## src/sv/wsfp_pkg.sv

```systemverilog
`timescale 1ns / 1ps
// ----------------------------------------------------------------------------
// Wheel speed frame parser package
// Frame marker bytes, result status codes, the CRC-8 byte update and the
// result bundle passed from the frame core to the top level.
// ----------------------------------------------------------------------------
package wsfp_pkg;

  localparam logic [7:0] SYNC_FIRST  = 8'h55;
  localparam logic [7:0] SYNC_SECOND = 8'hAA;
  localparam logic [7:0] CMD_FIRST   = 8'hA5;
  localparam logic [7:0] CMD_SECOND  = 8'h5A;
  localparam logic [7:0] TAIL_FIRST  = 8'h0D;
  localparam logic [7:0] TAIL_SECOND = 8'h0A;
  localparam logic [7:0] CRC_POLY    = 8'h8C;

  localparam int unsigned NUM_WHEELS = 4;

  typedef enum logic [2:0] {
    ST_OK       = 3'd0,
    ST_HEADER   = 3'd1,
    ST_COMMAND  = 3'd2,
    ST_TRAILER  = 3'd3,
    ST_CHECKSUM = 3'd4
  } status_t;

  typedef logic [15:0] word_t;

  typedef struct packed {
    status_t     status;
    logic [7:0]  payload_length;
    word_t [NUM_WHEELS-1:0] words;
  } result_t;

  // Reflected CRC-8 update for one byte, least significant bit first.
  function automatic logic [7:0] crc8_feed(logic [7:0] crc_in, logic [7:0] data);
    logic [7:0] c;
    c = crc_in ^ data;
    for (int k = 0; k < 8; k++) begin
      c = c[0] ? ((c >> 1) ^ CRC_POLY) : (c >> 1);
    end
    return c;
  endfunction

endpackage

```

## src/sv/wsfp_core.sv

```systemverilog
`timescale 1ns / 1ps
// ----------------------------------------------------------------------------
// Wheel speed frame core
// Holds the frame tracking state and works out, for one byte, the next state
// and whether that byte ends a frame or a failed header with a result.
// ----------------------------------------------------------------------------
module wsfp_core (
  input  logic                clk,
  input  logic                rst,
  input  logic                step,
  input  logic [7:0]          data,
  output logic                has_result,
  output wsfp_pkg::result_t   result
);

  logic [8:0] pos, pos_next;
  logic [7:0] frame_len, frame_len_next;
  logic [7:0] crc, crc_next;
  logic [7:0] rx_crc, rx_crc_next;
  logic       cmd_bad, cmd_bad_next;
  logic       tail_bad, tail_bad_next;
  wsfp_pkg::word_t [wsfp_pkg::NUM_WHEELS-1:0] words, words_next;

  logic [8:0] len9;
  logic [8:0] crc_pos;
  logic [8:0] tail_pos;
  logic [8:0] last_pos;
  logic [2:0] word_off;
  logic [7:0] crc_feed_val;

  assign len9         = {1'b0, frame_len};
  assign crc_pos      = len9 + 9'd5;
  assign tail_pos     = len9 + 9'd6;
  assign last_pos     = len9 + 9'd7;
  assign word_off     = 3'(pos - 9'd5);
  assign crc_feed_val = wsfp_pkg::crc8_feed(crc, data);

  always_comb begin
    pos_next       = pos;
    frame_len_next = frame_len;
    crc_next       = crc;
    rx_crc_next    = rx_crc;
    cmd_bad_next   = cmd_bad;
    tail_bad_next  = tail_bad;
    words_next     = words;
    has_result     = 1'b0;
    result.status  = wsfp_pkg::ST_OK;
    result.payload_length = 8'd0;

    if (pos == 9'd0) begin
      if (data == wsfp_pkg::SYNC_FIRST) begin
        words_next     = '0;
        cmd_bad_next   = 1'b0;
        tail_bad_next  = 1'b0;
        frame_len_next = 8'd0;
        rx_crc_next    = 8'd0;
        crc_next       = wsfp_pkg::crc8_feed(8'd0, data);
        pos_next       = 9'd1;
      end
    end else if (pos == 9'd1) begin
      if (data != wsfp_pkg::SYNC_SECOND) begin
        pos_next      = 9'd0;
        has_result    = 1'b1;
        result.status = wsfp_pkg::ST_HEADER;
      end else begin
        crc_next = crc_feed_val;
        pos_next = 9'd2;
      end
    end else if (pos <= 9'd4) begin
      if (pos == 9'd2 && data != wsfp_pkg::CMD_FIRST) cmd_bad_next = 1'b1;
      if (pos == 9'd3 && data != wsfp_pkg::CMD_SECOND) cmd_bad_next = 1'b1;
      if (pos == 9'd4) frame_len_next = data;
      crc_next = crc_feed_val;
      pos_next = pos + 9'd1;
    end else if (pos > last_pos) begin
      pos_next = 9'd0;
    end else begin
      // Offsets 5 to 12 fill the speed words, high byte on odd offsets.
      if (pos <= 9'd12) begin
        if (!word_off[0]) begin
          words_next[word_off[2:1]][15:8] = data;
        end else begin
          words_next[word_off[2:1]][7:0] = data;
        end
      end
      pos_next = pos + 9'd1;
      if (pos < crc_pos) begin
        crc_next = crc_feed_val;
      end else if (pos == crc_pos) begin
        rx_crc_next = data;
      end else if (pos == tail_pos) begin
        if (data != wsfp_pkg::TAIL_FIRST) tail_bad_next = 1'b1;
      end else begin
        if (data != wsfp_pkg::TAIL_SECOND) tail_bad_next = 1'b1;
        pos_next              = 9'd0;
        has_result            = 1'b1;
        result.payload_length = frame_len;
        if (cmd_bad) begin
          result.status = wsfp_pkg::ST_COMMAND;
        end else if (tail_bad_next) begin
          result.status = wsfp_pkg::ST_TRAILER;
        end else if (crc != rx_crc) begin
          result.status = wsfp_pkg::ST_CHECKSUM;
        end else begin
          result.status = wsfp_pkg::ST_OK;
        end
      end
    end
    result.words = words_next;
  end

  always_ff @(posedge clk) begin
    if (rst) begin
      pos       <= 9'd0;
      frame_len <= 8'd0;
      crc       <= 8'd0;
      rx_crc    <= 8'd0;
      cmd_bad   <= 1'b0;
      tail_bad  <= 1'b0;
      words     <= '0;
    end else if (step) begin
      pos       <= pos_next;
      frame_len <= frame_len_next;
      crc       <= crc_next;
      rx_crc    <= rx_crc_next;
      cmd_bad   <= cmd_bad_next;
      tail_bad  <= tail_bad_next;
      words     <= words_next;
    end
  end

  // Inside the payload region the position never runs past the trailer.
  a_pos_in_frame: assert property (@(posedge clk) disable iff (rst)
    (pos > 9'd4) |-> (pos <= last_pos))
    else $error("frame position beyond end of frame");

  // A result is only produced on a failed second sync byte or a frame end.
  a_result_source: assert property (@(posedge clk) disable iff (rst)
    has_result |-> (pos == 9'd1 || pos == last_pos))
    else $error("result from an unexpected frame position");

endmodule

```

## src/sv/wheel_speed_frame_parser_top.sv

```systemverilog
`timescale 1ns / 1ps
// ----------------------------------------------------------------------------
// Wheel speed frame parser
// Hunts received serial bytes for sync 55 AA, command A5 5A, a length byte,
// the payload, a reflected CRC-8 and the trailer 0D 0A, and reports a status
// with four big-endian wheel speed words per frame or failed header.
// ----------------------------------------------------------------------------
//
//  Channel | Handshake            | Payload
//  --------+----------------------+-------------------------------------------
//  input   | in_valid / in_ready  | rx_byte
//  output  | out_valid / out_ready| status, payload_length, speed_left_front,
//          |                      | speed_right_front, speed_right_back,
//          |                      | speed_left_back
//
// One byte beat is accepted per cycle unless a result is blocked at a stalled
// output. A byte waits in the input register, where the frame core updates
// the parse state and decides on a result; the output register loads that
// result when the byte moves on. Reset clears the parse state and both
// valid flags.
// A stalled output holds the waiting result; bytes that cause no result keep
// flowing, and in_ready drops while a byte with a blocked result waits.
// ----------------------------------------------------------------------------
module wheel_speed_frame_parser_top (
  input  logic        clk,
  input  logic        rst,
  input  logic        in_valid,
  output logic        in_ready,
  input  logic [7:0]  rx_byte,
  output logic        out_valid,
  input  logic        out_ready,
  output logic [2:0]  status,
  output logic [7:0]  payload_length,
  output logic [15:0] speed_left_front,
  output logic [15:0] speed_right_front,
  output logic [15:0] speed_right_back,
  output logic [15:0] speed_left_back
);

  // Input register stage.
  logic       byte_valid;
  logic [7:0] byte_q;

  // Frame core interface.
  logic              advance;
  logic              has_result;
  wsfp_pkg::result_t result;

  // Output register.
  wsfp_pkg::result_t out_q;

  // The buffered byte moves on unless it makes a result that would overwrite
  // a result still waiting at the output.
  assign advance  = byte_valid && (!has_result || !out_valid || out_ready);
  assign in_ready = !byte_valid || advance;

  wsfp_core u_core (
    .clk        (clk),
    .rst        (rst),
    .step       (advance),
    .data       (byte_q),
    .has_result (has_result),
    .result     (result)
  );

  always_ff @(posedge clk) begin
    if (rst) begin
      byte_valid <= 1'b0;
      out_valid  <= 1'b0;
    end else begin
      if (in_ready) begin
        byte_valid <= in_valid;
      end
      if (advance && has_result) begin
        out_valid <= 1'b1;
      end else if (out_ready) begin
        out_valid <= 1'b0;
      end
    end
    if (in_valid && in_ready) begin
      byte_q <= rx_byte;
    end
    if (advance && has_result) begin
      out_q <= result;
    end
  end

  assign status            = out_q.status;
  assign payload_length    = out_q.payload_length;
  assign speed_left_front  = out_q.words[0];
  assign speed_right_front = out_q.words[1];
  assign speed_right_back  = out_q.words[2];
  assign speed_left_back   = out_q.words[3];

  // Status codes above the checksum error never reach the output.
  a_status_range: assert property (@(posedge clk) disable iff (rst)
    out_valid |-> (status <= wsfp_pkg::ST_CHECKSUM))
    else $error("status code out of range");

  // A header error carries no length and cleared speed words.
  a_header_zero: assert property (@(posedge clk) disable iff (rst)
    (out_valid && status == wsfp_pkg::ST_HEADER) |->
      (payload_length == 8'd0 && speed_left_front == 16'd0 &&
       speed_right_front == 16'd0 && speed_right_back == 16'd0 &&
       speed_left_back == 16'd0))
    else $error("header error with nonzero fields");

  // The buffered byte only waits when its result is blocked by a stalled output.
  a_stall_cause: assert property (@(posedge clk) disable iff (rst)
    (byte_valid && !advance) |-> (out_valid && !out_ready && has_result))
    else $error("input stage stalled without a blocked result");

endmodule

```

## config.mk

```make
export PLATFORM = sky130hd
export DESIGN_NAME = wheel_speed_frame_parser_top
export DESIGN_NICKNAME = d
export VERILOG_FILES = /design/src/sv/wsfp_pkg.sv /design/src/sv/wsfp_core.sv /design/src/sv/wheel_speed_frame_parser_top.sv
export SDC_FILE = /design/constraint.sdc
export NUM_CORES = 1
export LEC_CHECK = 0
export ABC_CLOCK_PERIOD_IN_PS = 8870
export CORE_MARGIN = 5
export CORE_UTILIZATION = 55
export DETAILED_ROUTE_END_ITERATION = 12
export DONT_BUFFER_PORTS = 1
export GPL_ROUTABILITY_DRIVEN = 0
export PLACE_DENSITY = 0.7
export SETUP_SLACK_MARGIN = 0.1
export SLEW_MARGIN = 20
export SYNTH_ARGS = -nofsm -noshare
export SYNTH_HDL_FRONTEND = slang
export SYNTH_SLANG_ARGS = --single-unit
```

## constraint.sdc

```tcl
create_clock -name clk -period 8.87 [get_ports clk]
set_clock_uncertainty 0.05 [all_clocks]
set_input_delay 0.4435 -clock clk [delete_from_list [all_inputs] [get_ports clk]]
set_output_delay 0.4435 -clock clk [all_outputs]
set_load 0.02 [all_outputs]
```

After elaboration in Yosys (flattened, before gate mapping)
Cells that the tools add are included.
{"block": "word_totals", "register_bits": 184, "output_inout_bits": 77, "word_cells": 193, "in_bits": 12}
{"block": "op_classes", "n_bitwise": 17, "n_addsub": 5, "n_lt_le_gt_ge": 6, "eq_ne": 22, "muxes": 98, "n_reduce_logical": 26}
{"cell": "$mux 64", "count": 7}
{"cell": "$mux 8", "count": 35}
{"cell": "$bwmux 64", "count": 2}
{"cell": "$mux 9", "count": 8}
{"cell": "$demux 16 s2", "count": 2}
{"cell": "$mux 11", "count": 5}
{"cell": "$not 2->3", "count": 16}
{"cell": "$mux 1", "count": 33}
{"cell": "$add 8x3->9 const B", "count": 3}
{"cell": "$eq 9x2->1 const B", "count": 2}
{"cell": "$eq 9x9->1", "count": 2}
{"cell": "$mux 16", "count": 1}
{"cell": "$ne 8x4->1 const B", "count": 2}
{"cell": "$ne 8x8->1 const B", "count": 2}
{"cell": "$reduce_and 5->1", "count": 3}
{"cell": "$mux 3", "count": 4}
{"cell": "$ne 2x1->1 const B", "count": 5}
{"cell": "$add 9x1->9 const B", "count": 1}
{"cell": "$eq 9x1->1 const B", "count": 1}
{"cell": "$eq 9x3->1 const B", "count": 1}
{"cell": "$gt 9x9->1", "count": 1}
{"cell": "$le 9x3->1 const B", "count": 1}
{"cell": "$le 9x4->1 const B", "count": 1}
{"cell": "$logic_not 9->1", "count": 1}
{"cell": "22 further kinds", "count": 35}

Logic depth before layout (Yosys ltp)
Gate-level depths: netlist of the first run.
{"block": "depth", "ltp_word": 22, "mapped_depth": 16}

Cells and area by module
A second synthesis of the first run with hierarchy kept.
{"block": "hier_totals", "cells_unflattened": 884, "area_unflattened_um2": 9180.1}
{"module": "wsfp_core", "area_each_um2": 6583.8, "cells_each": 789, "seq_area_each_um2": 1981.9, "instances": 1}
{"module": "wheel_speed_frame_parser_top", "area_each_um2": 2596.2, "cells_each": 95, "seq_area_each_um2": 2532.4, "instances": 1}

Least setup slack after synthesis of the first run
No wires, ideal clock.
{"block": "synth_timing", "path_kind": "register to register", "from": "reg u_core.frame_len[2]", "to": "reg out_q, in the netlist payload_length[0] (enable)", "period_less_slack_ps": 6691, "path_stages_with_launch": 16, "path_buffers": 2, "setup_ps": 510, "arrival_time_ps": 6131, "required_ps": 8310, "path_slack_ps": 2179, "cell_sequence": "dfxtp_1 > buf_2 > inv_1 > ha_1 > a21boi_0 > nor2_1 > xnor2_1 > ha_1 > nand4_1 > or3_1 > o221ai_2 > nand2_2 > buf_2 > nor3_2 > nor2_1 > nor2_1"}
{"block": "synth_between", "elab_chain_len": 14, "word_cells_on_any_way": 19, "cone_classes": "3 x add/sub; 2 x order compare; 2 x eq/ne; 7 x mux; 5 x reduce/logical"}
{"element": "start: declaration", "line": "wsfp_core.sv:17", "text": "logic [7:0] frame_len, frame_len_next;"}
{"element": "start signal: assignment", "line": "wsfp_core.sv:123", "text": "frame_len <= frame_len_next;"}
{"element": "branches (longest 5 deep; another with $add 8x3->9)"}
{"element": "$mux 1 (*)", "line": "wsfp_core.sv:75", "text": "end else if (pos > last_pos) begin"}
{"element": "$mux 1 (*)", "line": "wsfp_core.sv:69", "text": "end else if (pos <= 9'd4) begin"}
{"element": "$mux 1 (*)", "line": "wsfp_core.sv:60", "text": "end else if (pos == 9'd1) begin"}
{"element": "$mux 1 (*)", "line": "wsfp_core.sv:50", "text": "if (pos == 9'd0) begin"}
{"element": "$logic_not 1->1", "line": "wheel_speed_frame_parser_top.sv:54", "text": "assign advance = byte_valid && (!has_result || !out_valid || out_ready);"}
{"element": "$logic_or 1x1->1 (2 in a row)", "line": "wheel_speed_frame_parser_top.sv:54"}
{"element": "$logic_and 1x1->1", "line": "wheel_speed_frame_parser_top.sv:54"}
{"element": "$logic_and 1x1->1 (*)", "line": "wheel_speed_frame_parser_top.sv:83", "text": "if (advance && has_result) begin"}
{"element": "end signal: assignment", "line": "wheel_speed_frame_parser_top.sv:84", "text": "out_q <= result;"}
{"element": "end: declaration", "line": "wheel_speed_frame_parser_top.sv:50", "text": "wsfp_pkg::result_t out_q;"}
Every way passes the cells marked *.
A chain may end at the register's enable or synchronous reset.

Final worst setup path of the first run
{"block": "layout_timing", "from": "reg u_core.frame_len[2]", "to": "reg out_q, in the netlist speed_left_back[8] (enable)"}
The elaborated chain is that of the path after synthesis.

==> results.json, run 1 <==
{
  "post-cts-setup-buffers": 0,
  "grt_use_total_pct": 23.4,
  "die_w_um": 142,
  "path_max_fanout": 61,
  "dr.first_iter.drc_count": 746,
  "syn_to_final_growth_pct": 6.41,
  "overflow": 0,
  "drv_slew": 0,
  "yosysTopAreaCellShare_pct": 26.2,
  "yosys_warnings": 0,
  "route.vias.total": 7167,
  "rsz0062_at_grt": "false",
  "min_period_ns": 5.12,
  "dp_hpwl_um": 15200,
  "ir_drop_mv": 0.130,
  "slew_headroom_pct": 31.8,
  "post_cts_resized": 0,
  "period_share_pct": 57.7,
  "numCtsBuffers": 17,
  "wl_per_cell_um": 20.7,
  "max_freq_mhz": 195,
  "drcViolationCount": 0,
  "syn_area_per_cell_um2": 10.2,
  "critPathRequiredTime_ns": 8.88,
  "grt_pass1_vias": 6748,
  "io_buffer_count": 0,
  "vias_per_cell": 6.35,
  "synth-edff-count": 83,
  "htree_levels": 4,
  "r2r_end": "speed_left_back[8]",
  "setup_viol": 0,
  "hold_viol": 0,
  "core-area_um2": 17100,
  "critPathArrivalTime_ns": 5.13,
  "antenna_found_initial": 0,
  "drive_gt1_share_pct": 9.75,
  "path_clk_slew_ns": 0.07,
  "hold_end": "u_core.words[48]",
  "drtAntennaViolNets": 0,
  "hp-class": "in -> reg",
  "p_per_area_nw_per_um2": 173,
  "status": "complete, no violations",
  "syn_nets": 973,
  "synth_cell_types": 69,
  "drt-pass1-iter-count": 5,
  "start_util_pct": 55.6,
  "cts.sink_count": 184,
  "clkLatencyLatePin_ns": 0.43,
  "crit_path_start_kind": "register",
  "synth_seq_cells": 184,
  "cts_root_buffer": "clkbuf_16",
  "drt_wl_total_um": 23300,
  "cap_violations": 0,
  "die-area_um2": 20000,
  "grt_max_degree": 75,
  "p_leak_nw": 3.31,
  "grt_pass1_wl_um": 37400,
  "placementRows": 48,
  "cts_hold_buf": 0,
  "die_h_um": 142,
  "hp-start": "rst",
  "synth_area_um2": 9510,
  "r2r_setup_slack_ns": 3.75,
  "antenna_cells": 0,
  "regToRegStartpoint": "u_core.frame_len[2]",
  "setup_tns_ns": 0,
  "ys_async_sr_fraction_pct": 0,
  "ys.flop_type": "dfxtp_1",
  "syn-instance-count": 934,
  "io_pins": 89,
  "yosysTopAreaCell": "edfxtp_1",
  "crit_type": "reg -> reg",
  "cts_tree": "yes",
  "reg2regPathDepth": 14,
  "worst_pin_slew_ns": 1.01,
  "place_area_um2": 9490,
  "stdcell_area_um2": 10100,
  "hold_depth": 1,
  "cts_max_path_buffers": 2,
  "endpoint_kind": "register",
  "synth_seq_area_share_pct": 47.5,
  "synthTopCellsByArea": "edfxtp_1, dfxtp_1, a22o_1, nand3_1, xnor2_1",
  "layout.nets": 929
}
[cells by family (layout without fill, tap and decap cells)]
group / Yosys count / in the layout / share of synthesized area (%)
buffers and inverters: 100 / 69 / 5.42
muxes: 22 / 22 / 2.38
and+or+nand+nor: 249 / 249 / 14.5
xor gates and xnor gates: 63 / 63 / 5.96
adders and majority gates: 27 / 27 / 3.55
AOI/OAI and AO/OA: 289 / 289 / 20.7
DFF: 184 / 184 / 47.5
[cell usage in the layout, fill, tap and decap left out, types with 11 or more instances in the layout]
cell / instances
dfxtp_1: 101
edfxtp_1: 83
nand3_1: 77
a21oi_1: 71
a22o_1: 63
nand2_1: 58
o21ai_1: 55
xnor2_1: 41
o21ai_0: 31
nor2_1: 31
ha_1: 27
xor2_1: 21
mux2i_1: 20
inv_1: 19
clkbuf_16: 17
buf_4: 15
nand4_1: 11
[synthesized netlist by cell type (4+ instances only)]
library cell  number
nor2b_1            4
nor2_1            32
mux2i_1           20
xor2_1            21
nor4_1             5
ha_1              27
nand3b_1           4
inv_1             19
a21oi_1           71
dfxtp_1          101
xnor2_1           41
buf_6             11
o21a_1             4
nand4_1           11
nor4_2             9
nand2b_1           6
nand3_1           77
nor3_1             9
o211ai_1           6
buf_1             11
clkbuf_1          18
edfxtp_1          83
a211oi_1           5
a32o_1             4
o21ai_1           55
or3_1              7
buf_2             36
and3_1             7
a22o_1            63
o21ai_2            6
o31ai_1            4
o21ai_0           31
nor3_4             6
a31oi_1            8
nand2_1           58
a22oi_1            6
and2_1             6
[per-stage QoR]
stage	cells	total power [mW]	utilization, %	hold slack, ns	setup WS, ns
finish	1128	1.75	59.1	0.0280	3.75
global placement	1094	0.988	55.5	0.401	3.99
global route	1128	1.81	59.1	0.0103	3.37
CTS	1126	1.76	59.0	0.0241	3.81
detailed placement	1094	0.989	55.5	0.408	3.83
floorplan	934	0.976	-	0.382	2.18
[sequential cells by signal, indices dropped and copies added (netlist names)]
register / flops
u_core.words: 64
speed_left_back: 16
speed_left_front: 16
speed_right_back: 16
speed_right_front: 16
u_core.pos: 9
byte_q: 8
payload_length: 8
u_core.crc: 8
u_core.frame_len: 8
u_core.rx_crc: 8
status: 3
byte_valid: 1
out_valid: 1
u_core.cmd_bad: 1
u_core.tail_bad: 1
[worst max-delay path, stage by stage (launching register included)]
cell	delay, ns
dfxtp_1	0.41
inv_1	0.19
ha_1	0.29
a21boi_0	0.38
nor2_1	0.10
xnor2_1	0.14
ha_1	0.32
o21ai_0	0.18
a21oi_1	0.12
o221ai_2	0.31
nand2_2	0.33
nor3_2	0.53
nor2_1	0.16
nor2_4	0.44
buf_4	0.71
[area by class of cell]
class	count	area, µm²
fill	1459	7000
sequential	184	4510
clock buffer	20	437
timing repair buffer	17	125
clock inverter	12	164
multi-input combinational	650	4520
inverter	20	75.1
tap	225	282
[power by group]
group,internal [mW],total [mW],switching (mW),leakage (nW)
Clock,0.449,0.779,0.331,0.290
Sequential,0.882,0.883,0.00132,1.62
Combinational,0.0281,0.0875,0.0594,1.40
Total,1.36,1.75,0.391,3.31
[how the worst max path moves through the flow]
stage	start	cells past startpoint	slack, ns	to
after detailed placement	u_core.frame_len[2]	14	3.83	speed_left_front[15]
final	u_core.frame_len[2]	14	3.75	speed_left_back[8]
after global routing	u_core.frame_len[2]	14	3.37	speed_left_back[14]
after floorplan	u_core.frame_len[2]	15	2.18	payload_length[0]
after global placement	u_core.frame_len[2]	14	3.99	speed_right_front[12]
after CTS	u_core.frame_len[2]	14	3.81	speed_left_back[12]
[routing by layer]
layer	share of wire (%)	global-route usage, %	vias to the layer above
met5	0	0	-
met2	47	36.6	263
met1	44	32.6	3463
met3	6.2	4.82	50
li1	-	-	3391
met4	2.3	8.03	0
(Power assumes the default switching activity.)
==> run 2: changes to the inputs <==
Settings changed: ABC_AREA set to 1, ABC_CLOCK_PERIOD_IN_PS 8870 to 4200, PLACE_DENSITY 0.7 to 0.73.
Clock period 8.87 ns to 4.2 ns, I/O delays scaled along.
==> run 2 against run 1 <==
Compared with the run above:
- maximum frequency is 36% higher
- synthesized cell count increased by 35%
- hold slack gained 0.020 ns
- via count up 15%
- utilization up 1.9 points
- wire length grew 5.2%
- sequential power grew 120%
- global-route usage rose by 1.0 points
- design area up 4.0%
- combinational power grew to 3.2 times the previous value
- clock-buffer cell count is 1 higher
==> results.json, run 2 <==
{
  "syn_to_final_growth_pct": 9.33,
  "wl_per_cell_um": 16.4,
  "ys.flop_type": "dfxtp_1",
  "numCtsBuffers": 17,
  "route.vias.total": 8258,
  "post-cts-setup-buffers": 0,
  "cts.sink_count": 184,
  "use_met3_pct": 5.58,
  "htree_levels": 4,
  "yosysTopAreaCellShare_pct": 25.9,
  "status": "complete, no violations",
  "cts_tree": "yes",
  "drtAntennaViolNets": 0,
  "placementRows": 48,
  "slew_headroom_pct": 45.1,
  "syn_nets": 1302,
  "hold_viol": 0,
  "cap_violations": 0,
  "dp_hpwl_um": 16400,
  "clkLatencyLatePin_ns": 0.43,
  "worst_pin_slew_ns": 0.816,
  "grt_use_total_pct": 24.4,
  "drt-pass1-iter-count": 8,
  "grt_max_degree": 88,
  "post-route-util_pct": 61.1,
  "synth-edff-count": 83,
  "cts_max_path_buffers": 2,
  "syn_area_per_cell_um2": 7.62,
  "yosys_warnings": 0,
  "ys_async_sr_fraction_pct": 0,
  "path_clk_slew_ns": 0.07,
  "overflow": 0,
  "min_period_ns": 3.78,
  "gr-max-usage-layer": "met2",
  "layout.nets": 1295,
  "largest_reg_flops": 64,
  "syn-instance-count": 1263,
  "drcViolationCount": 0,
  "io_pins": 89,
  "die_h_um": 142,
  "drv_slew": 0,
  "synth_area_um2": 9630,
  "p_leak_nw": 4.85,
  "setup_viol": 0,
  "yosysMostFrequentCell": "nand2_1",
  "setup_ws_ns": 0.421,
  "synthTopCellsByArea": "edfxtp_1, dfxtp_1, nand2_1, nor2_1, o21ai_0",
  "period_share_pct": 90.0,
  "yosysTopAreaCell": "edfxtp_1",
  "hp-class": "in -> reg",
  "rsz0062_at_grt": "false",
  "antenna_found_initial": 0,
  "grt_pass1_wl_um": 39600,
  "ys_top_cells_by_count": "nand2_1, nor2_1, o21ai_0",
  "grtUsageMet1_pct": 33.4,
  "endpoint_kind": "register",
  "drt_wl_total_um": 24500,
  "die-area_um2": 20300,
  "synth_cell_types": 43,
  "max_freq_mhz": 265,
  "cts_root_buffer": "clkbuf_16",
  "vias_per_cell": 5.53,
  "fin_cells": 1494,
  "setup_tns_ns": 0,
  "pre_cts_slack_ns": 0.458,
  "regMostFlops": "u_core.words",
  "n_fill_cell": 1514,
  "core-area_um2": 17200,
  "synth_seq_cells": 184,
  "ir_drop_mv": 0.313,
  "p_per_area_nw_per_um2": 367,
  "crit_path_start_kind": "register",
  "synth_seq_area_share_pct": 46.9,
  "grt_pass1_vias": 7670,
  "place_inst": 1451,
  "layout_common_cells": "nand2_1, nor2_1, o21ai_0",
  "io_buffer_count": 0,
  "antenna_cells": 0,
  "critPathRequiredTime_ns": 4.47,
  "path_max_fanout": 10,
  "met2_usage_pct": 39.2,
  "start_util_pct": 55.9,
  "dr.first_iter.drc_count": 929,
  "drive_gt1_share_pct": 5.44,
  "final_common_cell": "nand2_1",
  "critPathArrivalTime_ns": 4.05,
  "die_w_um": 142,
  "crit_type": "reg -> reg"
}
==> run 2: cell count changes after synthesis, sizes merged, moves of 40 or more <==
| cell | delta |
|---|---|
| inv | +89 |
| a22o | -63 |
| o21ai | +40 |
| buf | -40 |
| nand2 | +303 |
| nor2 | +163 |
==> run 2: final timing paths <==
| check | from | endpoint | slack (ns) | cells after the start |
|---|---|---|---|---|
| min | out_ready | out_valid | 0.05 | 3 |
| min reg2reg | u_core.words[3] | u_core.words[3] | 0.43 | 2 |
| max | u_core.frame_len[1] | byte_valid | 0.42 | 17 |
| max reg2reg | u_core.frame_len[1] | byte_valid | 0.42 | 17 |
==> run 2: layout make-up <==
class | instances | area (µm²) | area share, %
clock buffer | 21 | 450 | 4.28
clock inverter | 11 | 140 | 1.33
inverter | 109 | 413 | 3.92
multi-input combinational | 922 | 4490 | 42.6
sequential | 184 | 4520 | 42.9
tap | 225 | 282 | 2.67
timing repair buffer | 22 | 240 | 2.28
==> run 2: power breakdown <==
part | internal, mW | leakage, nW | switching, mW | total (mW)
Combinational | 0.107 | 3.01 | 0.174 | 0.281
Sequential | 1.91 | 1.56 | 0.0397 | 1.95
Clock | 0.907 | 0.278 | 0.717 | 1.62
==> run 2: metal layers <==
metal | vias up | part of all wire [%]
li1 | 4066 | -
met1 | 3808 | 44
met2 | 333 | 47
met3 | 51 | 7.4
met4 | 0 | 2.2
met5 | - | 0
==> run 2: cells by family after synthesis <==
group                      Yosys count  synth area share (%)
AOI/OAI and AO/OA                  207                  11.3
buffers and inverters              157                  6.63
xor gates and xnor gates            56                  5.09
adders and majority gates           27                  3.51
DFF                                184                  46.9
and+or+nand+nor                    632                  26.6
==> run 2: stage by stage <==
stage / area, µm² / total power, mW / hold slack [ns]
2_1_floorplan: 9630 / 2.20 / 0.259
3_3_place_gp: 9810 / 2.25 / 0.233
3_5_place_dp: 9810 / 2.25 / 0.235
4_1_cts: 10500 / 3.88 / 0.0233
5_1_grt: 10500 / 4.01 / 0.0741
6_report: 10500 / 3.86 / 0.0481
==> run 2: what timing repair did <==
| item | in CTS | in global routing |
|---|---|---|
| hold buffers | 11 | 0 |
| resized for setup | 0 | 3 |
| hold endpoints to repair | 35 | 0 |
| setup endpoints to repair | 0 | 5 |
==> run 2: worst max-delay path, cell delays in order, from the launching register on <==
cell and delay, ns:
dfxtp_1 0.47, ha_1 0.24, o21ai_0 0.13, nor2_1 0.24, nand3_1 0.12, ha_1 0.31
nand2_1 0.07, nor2_1 0.17, nand3_1 0.10, nand3_1 0.16, nand2_1 0.10, inv_1 0.12
nand4_4 0.23, nand2_4 0.17, nand3_2 0.19, nand2_1 0.17, a21oi_1 0.07, dlygate4sd3_1 0.55
==> run 3: changes to the inputs <==
Settings changed: ABC_CLOCK_PERIOD_IN_PS 4200 to 4900, PLACE_DENSITY 0.73 to 0.7.
Clock period 4.2 ns to 4.9 ns, I/O delays scaled along.
==> run 3 against run 2 <==
Compared with the run above:
- register-to-register slack better by 0.33 ns
- clock power decreased by 19%
- first-iteration DRC count shrank 10%
- utilization is 0.60 points lower
- combinational power shrank 16%
- critical path depth rose by 1
- final cell count down 0.27%
- die area did not move
- maximum frequency fell by 8.9%
- non-clock buffer count is 4 lower
- sequential power down 14%
- setup slack improved by 0.33 ns
- critical endpoint is now u_core.crc[3]
- largest power group unchanged
- highest routed layer unchanged
==> results.json, run 3 (synthesis gave the netlist of run 2 again) <==
{
  "place_area_um2": 9760,
  "post_cts_resized": 0,
  "hp-class": "in -> reg",
  "crit_type": "reg -> reg",
  "path_max_fanout": 87,
  "dr.first_iter.drc_count": 832,
  "die-area_um2": 20300,
  "cts_root_buffer": "clkbuf_16",
  "worst_pin_slew_ns": 0.856,
  "ir_drop_mv": 0.254,
  "drv_slew": 0,
  "status": "complete, no violations",
  "top_layer": "met4",
  "path_cells": "inv_1 -> ha_1 -> nand2_1 -> nand2_1 -> xor2_1 -> ha_1 -> nand2_1 -> nor2_1 -> nand3_1 -> nand3_1 -> nand2_1 -> nand4_4 -> nand2_4 -> a21oi_4 -> buf_4 -> nand2_1 -> nor2_1 -> nor2_1",
  "critPathArrivalTime_ns": 4.43,
  "regMostFlops": "u_core.words",
  "power_mw": 3.22,
  "endpoint_kind": "register",
  "critPathMaxStageDelay_ns": 0.65,
  "htree_levels": 4,
  "syn_to_final_growth_pct": 8.25,
  "numCtsBuffers": 17,
  "min_period_ns": 4.15,
  "wl_met3_um": 1560,
  "placementRows": 48,
  "die_h_um": 142,
  "layout.nets": 1291,
  "antenna_found_initial": 0,
  "drt-met1-wl_um": 10700,
  "drive_gt1_share_pct": 5.06,
  "vias_per_cell": 5.45,
  "start_util_pct": 55.9,
  "cts_tree": "yes",
  "cap_violations": 0,
  "drtAntennaViolNets": 0,
  "setup_viol": 0,
  "drt_wl_total_um": 24100,
  "drt-pass1-iter-count": 6,
  "setup_tns_ns": 0,
  "slowest_stage": "buf_4",
  "io_buffer_count": 0,
  "grt_use_total_pct": 23.9,
  "path_clk_slew_ns": 0.07,
  "dp_hpwl_um": 16200,
  "stdcell_area_um2": 10400,
  "period_share_pct": 84.7,
  "p_leak_nw": 4.82,
  "met2_length_um": 11300,
  "antenna_cells": 0,
  "io_pins": 89,
  "die_w_um": 142,
  "post-route-util_pct": 60.5,
  "grt_max_degree": 88,
  "hold_viol": 0,
  "p_per_area_nw_per_um2": 309,
  "slew_headroom_pct": 42.4,
  "wl_per_cell_um": 16.1,
  "critPathRequiredTime_ns": 5.18,
  "path_common_cell": "nand2_1",
  "cts.sink_count": 184,
  "rsz0062_at_grt": "false",
  "clkLatencyLatePin_ns": 0.44,
  "cts_max_path_buffers": 2,
  "drcViolationCount": 0,
  "route.vias.total": 8119,
  "grt_pass1_wl_um": 38800,
  "layout_common_cells": "nand2_1, nor2_1, o21ai_0",
  "final_common_cell": "nand2_1",
  "crit_path_start_kind": "register",
  "largest_reg_flops": 64,
  "core-area_um2": 17200,
  "max_freq_mhz": 241,
  "overflow": 0,
  "grt_pass1_vias": 7503
}
==> run 3: cell types whose count changed in the layout (fill, tap and decap cells not counted), sizes merged <==
cell,before,now
inv,111,113
clkinv,3,9
bufinv,2,0
clkinvlp,4,0
clkbuf,21,19
buf,12,8
==> run 3: final timing paths <==
| kind | from | end | slack [ns] | depth (start not counted) |
|---|---|---|---|---|
| max | u_core.frame_len[2] | u_core.crc[3] | 0.75 | 18 |
| min | out_ready | out_valid | 0.08 | 3 |
| min reg2reg | u_core.words[3] | u_core.words[3] | 0.43 | 2 |
| max reg2reg | u_core.frame_len[2] | u_core.crc[3] | 0.75 | 18 |
==> run 3: worst max-delay path: cells and delay by family, from the launching register on <==
family	cells	cell delay, ns
and+or+nand+nor	12	1.83
adders and majority gates	2	0.57
xor gates and xnor gates	1	0.16
DFF	1	0.46
buffers and inverters	2	0.83
AOI/OAI and AO/OA	1	0.13
==> run 3: layer usage <==
metal / vias to the layer above / GRT usage [%]
li1: 4046 / -
met1: 3724 / 33.0
met2: 309 / 38.6
met3: 40 / 4.30
met4: 0 / 7.55
met5: - / 0
==> run 3: cell type report <==
cell class              count  area, µm²
fillers                  1536       6810
flip-flops and latches    184       4510
multi-input cells         922       4480
clock buffers              19        443
inverters                 109        409
well taps                 225        282
repair buffers             18        183
clock inverters            13        114
==> run 3: stage by stage <==
| stage | cells | setup WS [ns] | hold slack [ns] |
|---|---|---|---|
| CTS | 1490 | 0.807 | 0.0666 |
| global placement | 1447 | 0.977 | 0.267 |
| detailed placement | 1447 | 0.864 | 0.270 |
| global route | 1490 | 0.389 | 0.0884 |
| finish | 1490 | 0.752 | 0.0788 |
| floorplan | 1263 | 0.434 | 0.294 |
==> run 3: timing repair <==
item                                   in CTS  in global routing
hold buffers                               11                  0
buffers inserted                            0                  0
endpoints found under the hold margin      35                  0
==> run 3: where the power goes <==
group | leakage (nW) | internal [mW] | switching [mW]
Sequential | 1.56 | 1.64 | 0.0330
Clock | 0.280 | 0.678 | 0.629
Combinational | 2.99 | 0.0885 | 0.146
Total | 4.82 | 2.41 | 0.808
